**config.mk**
```make
export PLATFORM = sky130hd
export DESIGN_NAME = mms_out_reg
export DESIGN_NICKNAME = d
export VERILOG_FILES = /design/src/design/mms_pkg.sv /design/src/design/mms_out_reg.sv
export SDC_FILE = /design/constraint.sdc
export NUM_CORES = 1
export LEC_CHECK = 0
export ABC_AREA = 1
export BUFFER_PORTS_ARGS = -buffer_cell sky130_fd_sc_hd__buf_2
export CAP_MARGIN = 20
export CORE_UTILIZATION = 25
export CTS_BUF_LIST = sky130_fd_sc_hd__clkbuf_16
export DETAILED_ROUTE_END_ITERATION = 10
export HOLD_SLACK_MARGIN = 0.06
export PLACE_DENSITY_LB_ADDON = 0.1
export SLEW_MARGIN = 20
export SYNTH_ARGS = -nofsm -noshare
export SYNTH_HDL_FRONTEND = slang
export SYNTH_SLANG_ARGS = --single-unit
```
**constraint.sdc**
```tcl
create_clock -name clk_i -period 1.4 [get_ports clk_i]
set_input_delay 0.21 -clock clk_i [delete_from_list [all_inputs] [get_ports clk_i]]
set_output_delay 0.21 -clock clk_i [all_outputs]
set_load 0.01 [all_outputs]
```
**src/design/mms_pkg.sv**
```systemverilog
// mms_pkg: shared types and constants for the min/max stack
// item structs, status and operation codes, storage sizes
// no dependencies

package mms_pkg;

  localparam int DEPTH   = 64;
  localparam int AW      = (DEPTH > 1) ? $clog2(DEPTH) : 1;
  localparam int CW      = $clog2(DEPTH + 1);
  localparam int DEPTH_W = 7;
  localparam int WORD_W  = 32;
  localparam int STAT_W  = 2;

  localparam logic OP_PUSH = 1'b0;
  localparam logic OP_POP  = 1'b1;

  localparam logic [STAT_W-1:0] ST_OK    = 2'd0;
  localparam logic [STAT_W-1:0] ST_FULL  = 2'd1;
  localparam logic [STAT_W-1:0] ST_EMPTY = 2'd2;

  typedef struct packed {
    logic                     op;
    logic signed [WORD_W-1:0] value;
  } in_t;

  typedef struct packed {
    logic signed [WORD_W-1:0] popped_value;
    logic signed [WORD_W-1:0] top_value;
    logic signed [WORD_W-1:0] min_value;
    logic signed [WORD_W-1:0] max_value;
    logic [DEPTH_W-1:0]       depth;
    logic [STAT_W-1:0]        status;
  } out_t;

  // one stack entry: value plus min and max from the bottom up to it
  typedef struct packed {
    logic signed [WORD_W-1:0] val;
    logic signed [WORD_W-1:0] min;
    logic signed [WORD_W-1:0] max;
  } entry_t;

  typedef struct packed {
    logic          we;
    logic [AW-1:0] waddr;
    logic [AW-1:0] raddr;
    entry_t        wdata;
  } mem_req_t;

endpackage

```
**src/design/mms_out_reg.sv**
```systemverilog
// mms_out_reg: result register with valid/stall handshake
// loads a new result whenever load_i is high
// depends on mms_pkg

module mms_out_reg (
  input  logic          clk_i,
  input  logic          rst_ni,
  input  logic          load_i,
  input  mms_pkg::out_t res_i,
  input  logic          out_stall_i,
  output logic          busy_o,
  output logic          out_valid_o,
  output mms_pkg::out_t out_item_o
);

  logic          valid_q, valid_d;
  mms_pkg::out_t item_q;

  assign busy_o = valid_q && out_stall_i;

  always_comb begin
    if (load_i) begin
      valid_d = 1'b1;
    end else if (out_stall_i) begin
      valid_d = valid_q;
    end else begin
      valid_d = 1'b0;
    end
  end

  always_ff @(posedge clk_i or negedge rst_ni) begin
    if (!rst_ni) begin
      valid_q <= 1'b0;
    end else begin
      valid_q <= valid_d;
    end
  end

  always_ff @(posedge clk_i) begin
    if (load_i) begin
      item_q <= res_i;
    end
  end

  assign out_valid_o = valid_q;
  assign out_item_o  = item_q;

endmodule

```
==> impl_results.md, run 1 <==
* Worst-case clock buffer depth at 2
* Root buffer cell: clkbuf_16
* Cts bufs inserted at 17
* Mapped cell area at 4150 um2
* Tool Error: [ERROR RSZ-0060] Max buffer count reached.
* Syn nets at 283
* Dpl hpwl at 7550 um
* Syn_area_per_cell at 29.3 um2
* GPL Wtd Cong at 0.691
* Cell variety after synth at 4
* Initial Utilization at 25.9%
* Fail Step: clock tree synthesis
* CTS sink count at 138
* Port Buffers at 279
* Die H at 131 um
* Syn Inst Count at 142
* Yosys warns at 0
* CTS resizes at 0
* H-tree depth at 4
* Yosys reg bits at 138
* Hold_buf cts at 136
* Top Ports at 280
* Seq/Total Area, Yosys at 99.6%
* Outcome: stopped before the end
* Post-synth top area share at 99.0%
* Synth area leaders: edfxtp_1 99%, dfrtp_1 0.60%, inv_1 0.18%
* Cell row count at 46
* Setup Buffers After CTS at 0
* DIE WIDTH at 131 um
* Yosys top cell by area: edfxtp_1
-- synth_stat cells --
cell / number
dfrtp_1: 1
edfxtp_1: 137
nand2_1: 2
inv_1: 2
-- kinds of logic after synthesis --
family,share of synthesized area [%]
flops,99.6
simple gates,0.181
buf+inv,0.181
-- per-stage QoR --
step           utilization [%]  instances  worst slack (ns)  hold WS (ns)  cell area, um2
3_3_place_gp              36.9        645             0.319       -0.0148            5920
3_5_place_dp              36.9        645             0.311       -0.0133            5920
2_1_floorplan                -        142             0.648       -0.0856            4150
==> run 2, diff against run 1 <==
--- a/config.mk
+++ b/config.mk
@@ -8,11 +8,9 @@
 export ABC_AREA = 1
 export BUFFER_PORTS_ARGS = -buffer_cell sky130_fd_sc_hd__buf_2
 export CAP_MARGIN = 20
-export CORE_UTILIZATION = 25
-export CTS_BUF_LIST = sky130_fd_sc_hd__clkbuf_16
+export CORE_UTILIZATION = 20
 export DETAILED_ROUTE_END_ITERATION = 10
-export HOLD_SLACK_MARGIN = 0.06
-export PLACE_DENSITY_LB_ADDON = 0.1
+export PLACE_DENSITY_LB_ADDON = 0.15
 export SLEW_MARGIN = 20
 export SYNTH_ARGS = -nofsm -noshare
 export SYNTH_HDL_FRONTEND = slang
==> run 2 against run 1 <==
The run now ends clean. Synthesized area stayed put. Synthesized cell count stayed put.
==> impl_results.md, run 2 <==
* Outcome: complete, no violations
* Yosys reg bits at 138 (unchanged)
* DR WL/cell at 13.5 um
* Yosys warns at 0 (unchanged)
* Antenna Nets Post-Route at 0
* Gr ovfl total at 0
* Slowest CP cell: dlygate4sd3_1
* Fill count at 1943
* Worst setup path class: input pin to primary output
* Cell variety after synth at 4 (unchanged)
* Hold_ws at 0.117 ns
* Syn nets at 283 (unchanged)
* Final setup violation count at 0
* Worst Path Buf+Inv at 4
* H-tree depth at 4 (unchanged)
* Flip-flop count of the largest register after layout at 137
* Cell row count at 52 (+13%)
* Non-Filler Instances at 867
* Drt total wl at 11700 um
* Number of max-cap violations at 0
* Most frequent cells in the layout: 278 x buf_2, 139 x dlygate4sd3_1, 137 x edfxtp_1
* Async set or reset register ratio after synthesis at 0.725% (unchanged)
* Yosys top cell by area: edfxtp_1
* Post-synth top area share at 99.0% (unchanged)
* Worst-path maximum fanout at 2
* Final Critical Period at 1.31 ns
* Main synth FF type: edfxtp_1
* Finished Cell Area at 8030 um2
* Syn_area_per_cell at 29.3 um2 (unchanged)
* Cell family with most CP delay: buffers and inverters
* Dpl hpwl at 8080 um (+7.0%)
* Pwr dens at 1390 nW/um2
* Post-placement cell count at 696 (+7.9%)
* Setup Buffers After CTS at 0 (unchanged)
* GPL Wtd Cong at 0.733 (+6.1%)
* Worst-skew pair later-pin latency at 0.41 ns
* Crit path launch type: input pin
* Crit path required time at 1.19 ns
* Hold Violations, Final at 0
* Pre-CTS setup slack at 0.330 ns (+0.0196 ns)
* Port Buffers at 279 (unchanged)
* Drt first pass iters at 4
* Clk_skew at 0 ns
* Post-route worst setup slack at 0.0892 ns
* Initial antenna violation count at 1
* Lkg Pwr at 3.42 nW
* Worst-case vdd ir drop at 0.936 mV
* Vias in the first global route at 3383
* Via count at 3118
* Cts bufs inserted at 17 (unchanged)
* Top Ports at 280 (unchanged)
* Final nets at 725
* Synth area leaders: edfxtp_1 99%, dfrtp_1 0.60%, inv_1 0.18%
* Slew @ Worst Pin at 0.245 ns
* Commonest non-fill, non-tap cell in the layout: buf_2
* DIE WIDTH at 146 um (+12%)
* CTS resizes at 0 (unchanged)
* Unrepaired setup endpoints after global routing: false
* Largest net degree at the start of global routing at 42
* Final period utilization at 93.6%
* DR iter-0 viols at 105
* Placed Area at 5970 um2 (+0.76%)
* Crit path top cell by count: buf_2
* CTS sink count at 138 (unchanged)
* Seq/Total Area, Yosys at 99.6% (unchanged)
* CP arrival at 1.10 ns
* Area grow syn2layout at 93.3%
* Peak Freq at 763 MHz
* Crit end category: primary output
* Syn Inst Count at 142 (unchanged)
* Count leader, synth: edfxtp_1
* Hold_buf cts at 139 (+2.2%)
* Synth top cells by count: 137 x edfxtp_1, 2 x inv_1, 2 x nand2_1, 1 x dfrtp_1
* Die area at 21300 um2
* Final-report max-slew violation count at 0
* Setup tns final at 0 ns
* Relative max-transition margin at 83.7%
* Layout cell share with drive strength beyond 1 at 52.9%
* CTS tree: yes
* Via-to-Cell Ratio at 3.60
* Core area at 20300 um2
* DRC viols at 0
* Global-route wire length before repair at 17700 um
* Number of synthesized flops with an enable pin at 137 (unchanged)
* Worst-case clock buffer depth at 2 (unchanged)
* Worst-path cell chain: dlygate4sd3_1 -> buf_2 -> nand2_1 -> inv_1 -> buf_2
* Initial Utilization at 20.5% (-5.4 points)
* Die H at 146 um (+12%)
* Clock Pin Slew Worst Setup and Hold Paths at 0.06 ns
* Mapped cell area at 4150 um2 (unchanged)
* Hold Crit Class: input pin to async pin
* Root buffer cell: clkbuf_16
* Worst stage delay on the critical path at 0.53 ns
* Total track usage at 11.1%
[run 2: cell counts after synthesis]
Identical to the previous run, type by type.
[run 2: worst paths after layout]
check	startpoint	endpoint	slack (ns)	depth (start not counted)
max in group asynchronous	rst_ni	out_valid_o	1.20	2
setup reg to reg	out_valid_o	out_valid_o	0.78	2
hold / removal	rst_ni	out_valid_o	0.12	2
hold reg to reg	out_valid_o	out_valid_o	0.51	2
setup / recovery	out_stall_i	busy_o	0.09	5
min in group clk_i	load_i	out_item_o[47]	0.15	1
[run 2: cells by family after synthesis]
group,synth area share [%]
AND/OR/NAND/NOR,0.181
flip-flops,99.6
buffers and inverters,0.181
[run 2: worst reg2reg max path, cell delays in order, from the launching register on]
cell and delay (ns):
dfrtp_1 0.38, nand2_1 0.09, nand2_1 0.05
[run 2: cell type report]
type	instances	area [um2]	area share, %
Multi-Input combinational cell	2	7.51	0.0935
Sequential cell	138	4140	51.5
Antenna cell	1	2.50	0.0312
Clock buffer	17	425	5.30
Clock inverter	14	243	3.02
Timing Repair Buffer	423	2870	35.7
Tap cell	270	338	4.21
Inverter	2	7.51	0.0935
[run 2: stage by stage]
| stage | power, mW | utilization, % |
|---|---|---|
| global placement | 5.88 | 29.4 |
| finish | 11.2 | 39.6 |
| floorplan | 5.27 | - |
| CTS | 11.3 | 39.6 |
| detailed placement | 5.89 | 29.4 |
| global route | 11.6 | 39.6 |
[run 2: where the power goes]
part           internal [mW]  switching (mW)
clock network           3.35            1.73
logic                  0.615           0.499
registers               4.91          0.0769
[run 2: layer usage]
metal | up-vias | track usage (%) | wire (um)
met2 | 170 | 19.4 | 5990
met5 | - | 0 | 0
li1 | 1464 | - | -
met3 | 17 | 5.47 | 1140
met4 | 0 | 5.10 | 282
met1 | 1467 | 10.9 | 4280
Power figures use the tool's default switching activity.
==> run 3, diff against run 2 <==
--- a/config.mk
+++ b/config.mk
@@ -5,7 +5,6 @@
 export SDC_FILE = /design/constraint.sdc
 export NUM_CORES = 1
 export LEC_CHECK = 0
-export ABC_AREA = 1
 export BUFFER_PORTS_ARGS = -buffer_cell sky130_fd_sc_hd__buf_2
 export CAP_MARGIN = 20
 export CORE_UTILIZATION = 20
==> run 3 against run 2 <==
Register-to-register slack worse by 0.05 ns. Via count is 0.90% lower. Clock power decreased by 7.9%. Synthesized cell count shrank 1.4%. Critical endpoint unchanged. Cell count down 0.35%. Largest power group is now sequential cells. Wire length is 2.0% lower. Highest routed layer unchanged. Global-route usage shrank 0.16 points. Critical path depth is 1 lower. Count of clock-buffer cells in the layout grew 3. Design area fell by 0.75%. First-iteration DRC count shrank 40%. Total power is 3.6% lower.
==> impl_results.md, run 3 <==
* DRC viols at 0 (unchanged)
* Hold Crit Class: input pin to async pin
* Reg2Reg Setup Slack at 0.73 ns (-0.05 ns)
* Number of synthesized flops with an enable pin at 137 (unchanged)
* Total track usage at 10.9% (-0.16 points)
* Worst-case vdd ir drop at 0.722 mV (-23%)
* DR WL/cell at 13.3 um (-1.7%)
* Number of max-cap violations at 0 (unchanged)
* Largest net degree at the start of global routing at 48 (+14%)
* Worst-skew pair later-pin latency at 0.40 ns (about the same)
* Yosys warns at 0 (unchanged)
* Final Critical Period at 1.34 ns (+0.0246 ns)
* Async set or reset register ratio after synthesis at 0.725% (unchanged)
* Global-route wire length before repair at 17500 um (-1.1%)
* Die H at 146 um (about the same)
* Most frequent cells in the layout: 278 x buf_2, 139 x dlygate4sd3_1, 137 x edfxtp_1
* DIE WIDTH at 146 um (about the same)
* Worst stage delay on the critical path at 0.53 ns (about the same)
* GR Util met3 at 4.06% (-1.4 points)
* Syn Inst Count at 140 (-1.4%)
* Relative max-transition margin at 81.1% (-2.6 points)
* Yosys reg bits at 138 (unchanged)
* Final setup violation count at 0 (unchanged)
* GPL Wtd Cong at 0.746 (+1.9%)
* Clock Pin Slew Worst Setup and Hold Paths at 0.06 ns (about the same)
* Count leader, synth: edfxtp_1
* Drt first pass iters at 4 (unchanged)
* Unrepaired setup endpoints after global routing: false
* Crit path required time at 1.19 ns (about the same)
* Port Buffers at 279 (unchanged)
* Met2 usage at 19.3% (-0.12 points)
* Yosys top cell by area: edfxtp_1
* Outcome: complete, no violations
* CTS tree: yes
* Crit end category: primary output
* Mapped cell area at 4150 um2 (about the same)
* Area grow syn2layout at 92.0%
* Post-synth top area share at 99.1% (about the same)
* Post-placement cell count at 693 (-0.43%)
* Main synth FF type: edfxtp_1
* Final nets at 722 (-0.41%)
* Drt total wl at 11500 um (-2.0%)
* Overall power at 10.8 mW (-3.6%)
* Cell family with most CP delay: buffers and inverters
* Worst Path Buf+Inv at 3 (-1)
* Syn_area_per_cell at 29.7 um2 (+1.4%)
* Worst setup path class: input pin to primary output
* Initial Utilization at 20.5% (about the same)
* H-tree depth at 4 (unchanged)
* CP arrival at 1.13 ns (+0.03 ns)
* Lkg Pwr at 3.37 nW (-1.2%)
* Layout cell share with drive strength beyond 1 at 52.7% (-0.16 points)
* Hold_buf cts at 139 (unchanged)
* Worst-path cell chain: dlygate4sd3_1 -> buf_2 -> and2_1 -> buf_2
* GRT Max-Usage Layer: met2
* Via count at 3090 (-0.90%)
* Cts bufs inserted at 17 (unchanged)
* Pwr dens at 1350 nW/um2 (-2.9%)
* Multi-input logic area at 13.8 um2 (+83%)
* Vias in the first global route at 3374 (-0.27%)
* Worst-case clock buffer depth at 2 (unchanged)
* Pre-CTS setup slack at 0.332 ns (+0.00155 ns)
* # diodes at 0 (-1)
* Worst-path maximum fanout at 2 (unchanged)
* DR iter-0 viols at 63 (-40%)
* Die area at 21300 um2 (about the same)
* Cell row count at 52 (unchanged)
* Peak Freq at 749 MHz (-1.8%)
* Gr ovfl total at 0 (unchanged)
* Antenna Nets Post-Route at 0 (unchanged)
* M1 GR Usage at 11.6% (+0.71 points)
* Crit path launch type: input pin
* Hold Violations, Final at 0 (unchanged)
* Flip-flop count of the largest register after layout at 137 (unchanged)
* Slew @ Worst Pin at 0.283 ns (+0.0384 ns)
* Via-to-Cell Ratio at 3.58 (-0.55%)
* Crit path top cell by count: buf_2
* Final-report max-slew violation count at 0 (unchanged)
* Non-Filler Instances at 864 (-0.35%)
* Syn nets at 281 (-0.71%)
* Cell variety after synth at 4 (unchanged)
* Setup tns final at 0 ns (unchanged)
* Post-route worst setup slack at 0.0646 ns (-0.0246 ns)
* Synth top cells by count: 137 x edfxtp_1, 1 x a21o_1, 1 x and2_1, 1 x dfrtp_1
* CTS resizes at 0 (unchanged)
* Top Ports at 280 (unchanged)
* Fill count at 1946 (+0.15%)
* Seq/Total Area, Yosys at 99.7% (about the same)
* Core area at 20300 um2 (unchanged)
* FF/Latch Area at 4140 um2 (unchanged)
* CTS sink count at 138 (unchanged)
* Commonest non-fill, non-tap cell in the layout: buf_2
* Final period utilization at 95.4% (+1.8 points)
* Slowest CP cell: dlygate4sd3_1
* Setup Buffers After CTS at 0 (unchanged)
* Root buffer cell: clkbuf_16
* Synth area leaders: edfxtp_1 99%, dfrtp_1 0.60%, a21o_1 0.18%
* Initial antenna violation count at 0 (-1)
* Clk_skew at 0 ns (unchanged)
==> run 3: layer usage <==
metal	share of wire, %	wire length (um)	vias up
met1	39	4450	1460
met5	0	0	-
li1	-	-	1454
met2	52	5970	164
met4	1.7	193	0
met3	7.3	842	12
==> run 3: kinds of logic after synthesis <==
kind of cell | Yosys count | share of synthesized area, %
simple gates | 1 | 0.151
compound gates | 1 | 0.181
flops | 138 | 99.7
==> run 3: stage by stage <==
stage | area, um2 | hold slack, ns | util, %
2_1_floorplan | 4150 | -0.0856 | -
3_3_place_gp | 5960 | -0.00868 | 29.4
3_5_place_dp | 5960 | -0.00588 | 29.4
4_1_cts | 7970 | 0.0915 | 39.3
5_1_grt | 7970 | 0.0950 | 39.3
6_report | 7970 | 0.110 | 39.3
==> run 3: cell type report <==
cell class | instances | share of cell area [%]
Clock inverter | 12 | 2.17
Tap cell | 270 | 4.24
Clock buffer | 20 | 5.60
Sequential cell | 138 | 51.9
Timing Repair Buffer | 422 | 35.9
Multi-Input combinational cell | 2 | 0.173
==> run 3: path summary, 6_finish.rpt <==
check / start / to / depth (start not counted)
max: out_stall_i / busy_o / 4
min: rst_ni / out_valid_o / 2
max reg2reg: out_valid_o / out_valid_o / 1
min reg2reg: out_valid_o / out_valid_o / 1
max in group asynchronous: rst_ni / out_valid_o / 2
min in group clk_i: load_i / out_item_o[124] / 1
==> run 3: power by group <==
group | leakage, nW | switching [mW] | internal, mW
registers | 1.35 | 0.0727 | 4.91
clock network | 0.300 | 1.66 | 3.02
logic | 1.72 | 0.496 | 0.615
==> run 4, diff against run 3 <==
--- a/config.mk
+++ b/config.mk
@@ -7,9 +7,9 @@
 export LEC_CHECK = 0
 export BUFFER_PORTS_ARGS = -buffer_cell sky130_fd_sc_hd__buf_2
 export CAP_MARGIN = 20
+export CORE_MARGIN = 3
 export CORE_UTILIZATION = 20
 export DETAILED_ROUTE_END_ITERATION = 10
-export PLACE_DENSITY_LB_ADDON = 0.15
 export SLEW_MARGIN = 20
 export SYNTH_ARGS = -nofsm -noshare
 export SYNTH_HDL_FRONTEND = slang
==> run 4 against run 3 <==
Worst setup slack better by 0.020 ns. Cell count is 0.23% lower. Core utilization hardly changed. Clock power is 5.8% higher. Sequential power hardly changed. Sequential cell count stayed put. Register-to-register slack hardly changed. Critical path depth is 2 lower. Global-route usage is 0.38 points higher. Sequential share of layout area hardly changed. Fmax is 1.5% higher.
==> impl_results.md, run 4 (synthesized netlist as in run 3, its figures left out) <==
* Pwr dens at 1390 nW/um2 (+2.5%)
* Global-route wire length before repair at 18800 um (+7.9%)
* Root buffer cell: clkbuf_16
* Commonest non-fill, non-tap cell in the layout: buf_2
* Worst-skew pair later-pin latency at 0.41 ns (about the same)
* Hold_ws at 0.0226 ns (-0.0872 ns)
* Drt first pass iters at 4 (unchanged)
* Worst-case vdd ir drop at 0.718 mV (-0.42%)
* Core area at 20300 um2 (unchanged)
* Worst stage delay on the critical path at 0.39 ns (-0.14 ns)
* Setup Buffers After CTS at 0 (unchanged)
* Final core occ at 39.3% (about the same)
* RR Startpoint: out_valid_o
* DRC viols at 0 (unchanged)
* Slowest CP cell: dfrtp_1
* Worst-path maximum fanout at 3 (+1)
* Crit end category: primary output
* Lkg Pwr at 3.38 nW (about the same)
* Setup tns final at 0 ns (unchanged)
* Unrepaired setup endpoints after global routing: false
* Layout cell share with drive strength beyond 1 at 52.4% (-0.33 points)
* Initial antenna violation count at 1 (+1)
* Gr ovfl total at 0 (unchanged)
* Final period utilization at 94.0% (-1.4 points)
* Overall power at 11.1 mW (+2.6%)
* GPL Wtd Cong at 0.727 (-2.6%)
* Die H at 150 um (+2.7%)
* Crit path required time at 1.19 ns (about the same)
* Die area at 22500 um2 (+5.6%)
* Cts bufs inserted at 17 (unchanged)
* Drt total wl at 13000 um (+14%)
* Hold Violations, Final at 0 (unchanged)
* Hold wc startpoint: out_stall_i
* # diodes at 0 (unchanged)
* Largest net degree at the start of global routing at 59 (+23%)
* Antenna Nets Post-Route at 0 (unchanged)
* Crit path launch type: flop
* Via-to-Cell Ratio at 3.64 (+1.7%)
* Worst-path cell chain: and2_1 -> buf_2
* Final setup violation count at 0 (unchanged)
* Post-route worst setup slack at 0.0841 ns (+0.0195 ns)
* Peak Freq at 760 MHz (+1.5%)
* Final Critical Period at 1.32 ns (-0.0195 ns)
* Finished Cell Area at 7980 um2 (about the same)
* Top Ports at 280 (unchanged)
* Total track usage at 11.3% (+0.38 points)
* Placed Area at 5940 um2 (-0.34%)
* Cell row count at 52 (unchanged)
* Final-report max-slew violation count at 0 (unchanged)
* Pre-CTS setup slack at 0.354 ns (+0.0224 ns)
* Relative max-transition margin at 77.4% (-3.7 points)
* Clock Pin Slew Worst Setup and Hold Paths at 0.06 ns (about the same)
* Critical path startpoint: out_valid_o
* DR WL/cell at 15.1 um (+14%)
* Cell family with most CP delay: flip-flops
* FF/Latch Area at 4140 um2 (unchanged)
* Final nets at 720 (-0.28%)
* Multi-input logic area at 13.8 um2 (unchanged)
* Most frequent cells in the layout: 278 x buf_2, 138 x dlygate4sd3_1, 137 x edfxtp_1
* Flip-flop count of the largest register after layout at 137 (unchanged)
* Dpl hpwl at 8750 um
* Outcome: complete, no violations
* Port Buffers at 279 (unchanged)
* CTS sink count at 138 (unchanged)
* DR iter-0 viols at 96 (+52%)
* Via count at 3136 (+1.5%)
* Non-Filler Instances at 862 (-0.23%)
* Initial Utilization at 20.5% (unchanged)
* Area grow syn2layout at 92.1% (about the same)
* Post-placement cell count at 692 (-0.14%)
* Slew @ Worst Pin at 0.339 ns (+0.0557 ns)
* Fill count at 1892 (-2.8%)
* CP arrival at 1.11 ns (-0.02 ns)
* Worst-case clock buffer depth at 2 (unchanged)
* Worst Path Buf+Inv at 1 (-2)
* DIE WIDTH at 150 um (+2.7%)
* CTS tree: yes
* Hold Crit Class: input pin to flop
* Clk_skew at 0 ns (unchanged)
* H-tree depth at 4 (unchanged)
* Vias in the first global route at 3446 (+2.1%)
* Number of max-cap violations at 0 (unchanged)
* Worst setup path class: flop to primary output
[run 4: cell type report]
| class | instances | share of cell area [%] |
|---|---|---|
| sequential | 138 | 51.9 |
| timing repair buffer | 420 | 35.5 |
| clock buffer | 18 | 5.38 |
| tap | 270 | 4.23 |
| clock inverter | 14 | 2.84 |
| multi-input combinational | 2 | 0.173 |
[run 4: worst paths after layout]
kind                               end  slack (ns)  cells after the start
min reg2reg                out_valid_o        0.51                      1
min in group asynchronous  out_valid_o        0.11                      2
max                             busy_o        0.08                      2
max reg2reg                out_valid_o        0.73                      1
min                        out_valid_o        0.02                      2
max in group asynchronous  out_valid_o        1.20                      2
[run 4: power breakdown]
group	switching (mW)	internal (mW)
clock network	1.63	3.32
registers	0.0848	4.91
logic	0.508	0.609
total	2.22	8.84
[run 4: repair_timing]
| action | in CTS | in global routing |
|---|---|---|
| hold buffers | 137 | 1 |
| resized for setup | 0 | 0 |
| endpoints found under the hold margin | 137 | 1 |
[run 4: routing by layer]
metal	part of all wire (%)	vias to the layer above	global-route usage, %
li1	-	1453	-
met1	37	1494	11.8
met2	53	174	20.1
met3	8.9	13	4.70
met4	1.5	2	4.35
met5	0.12	-	0
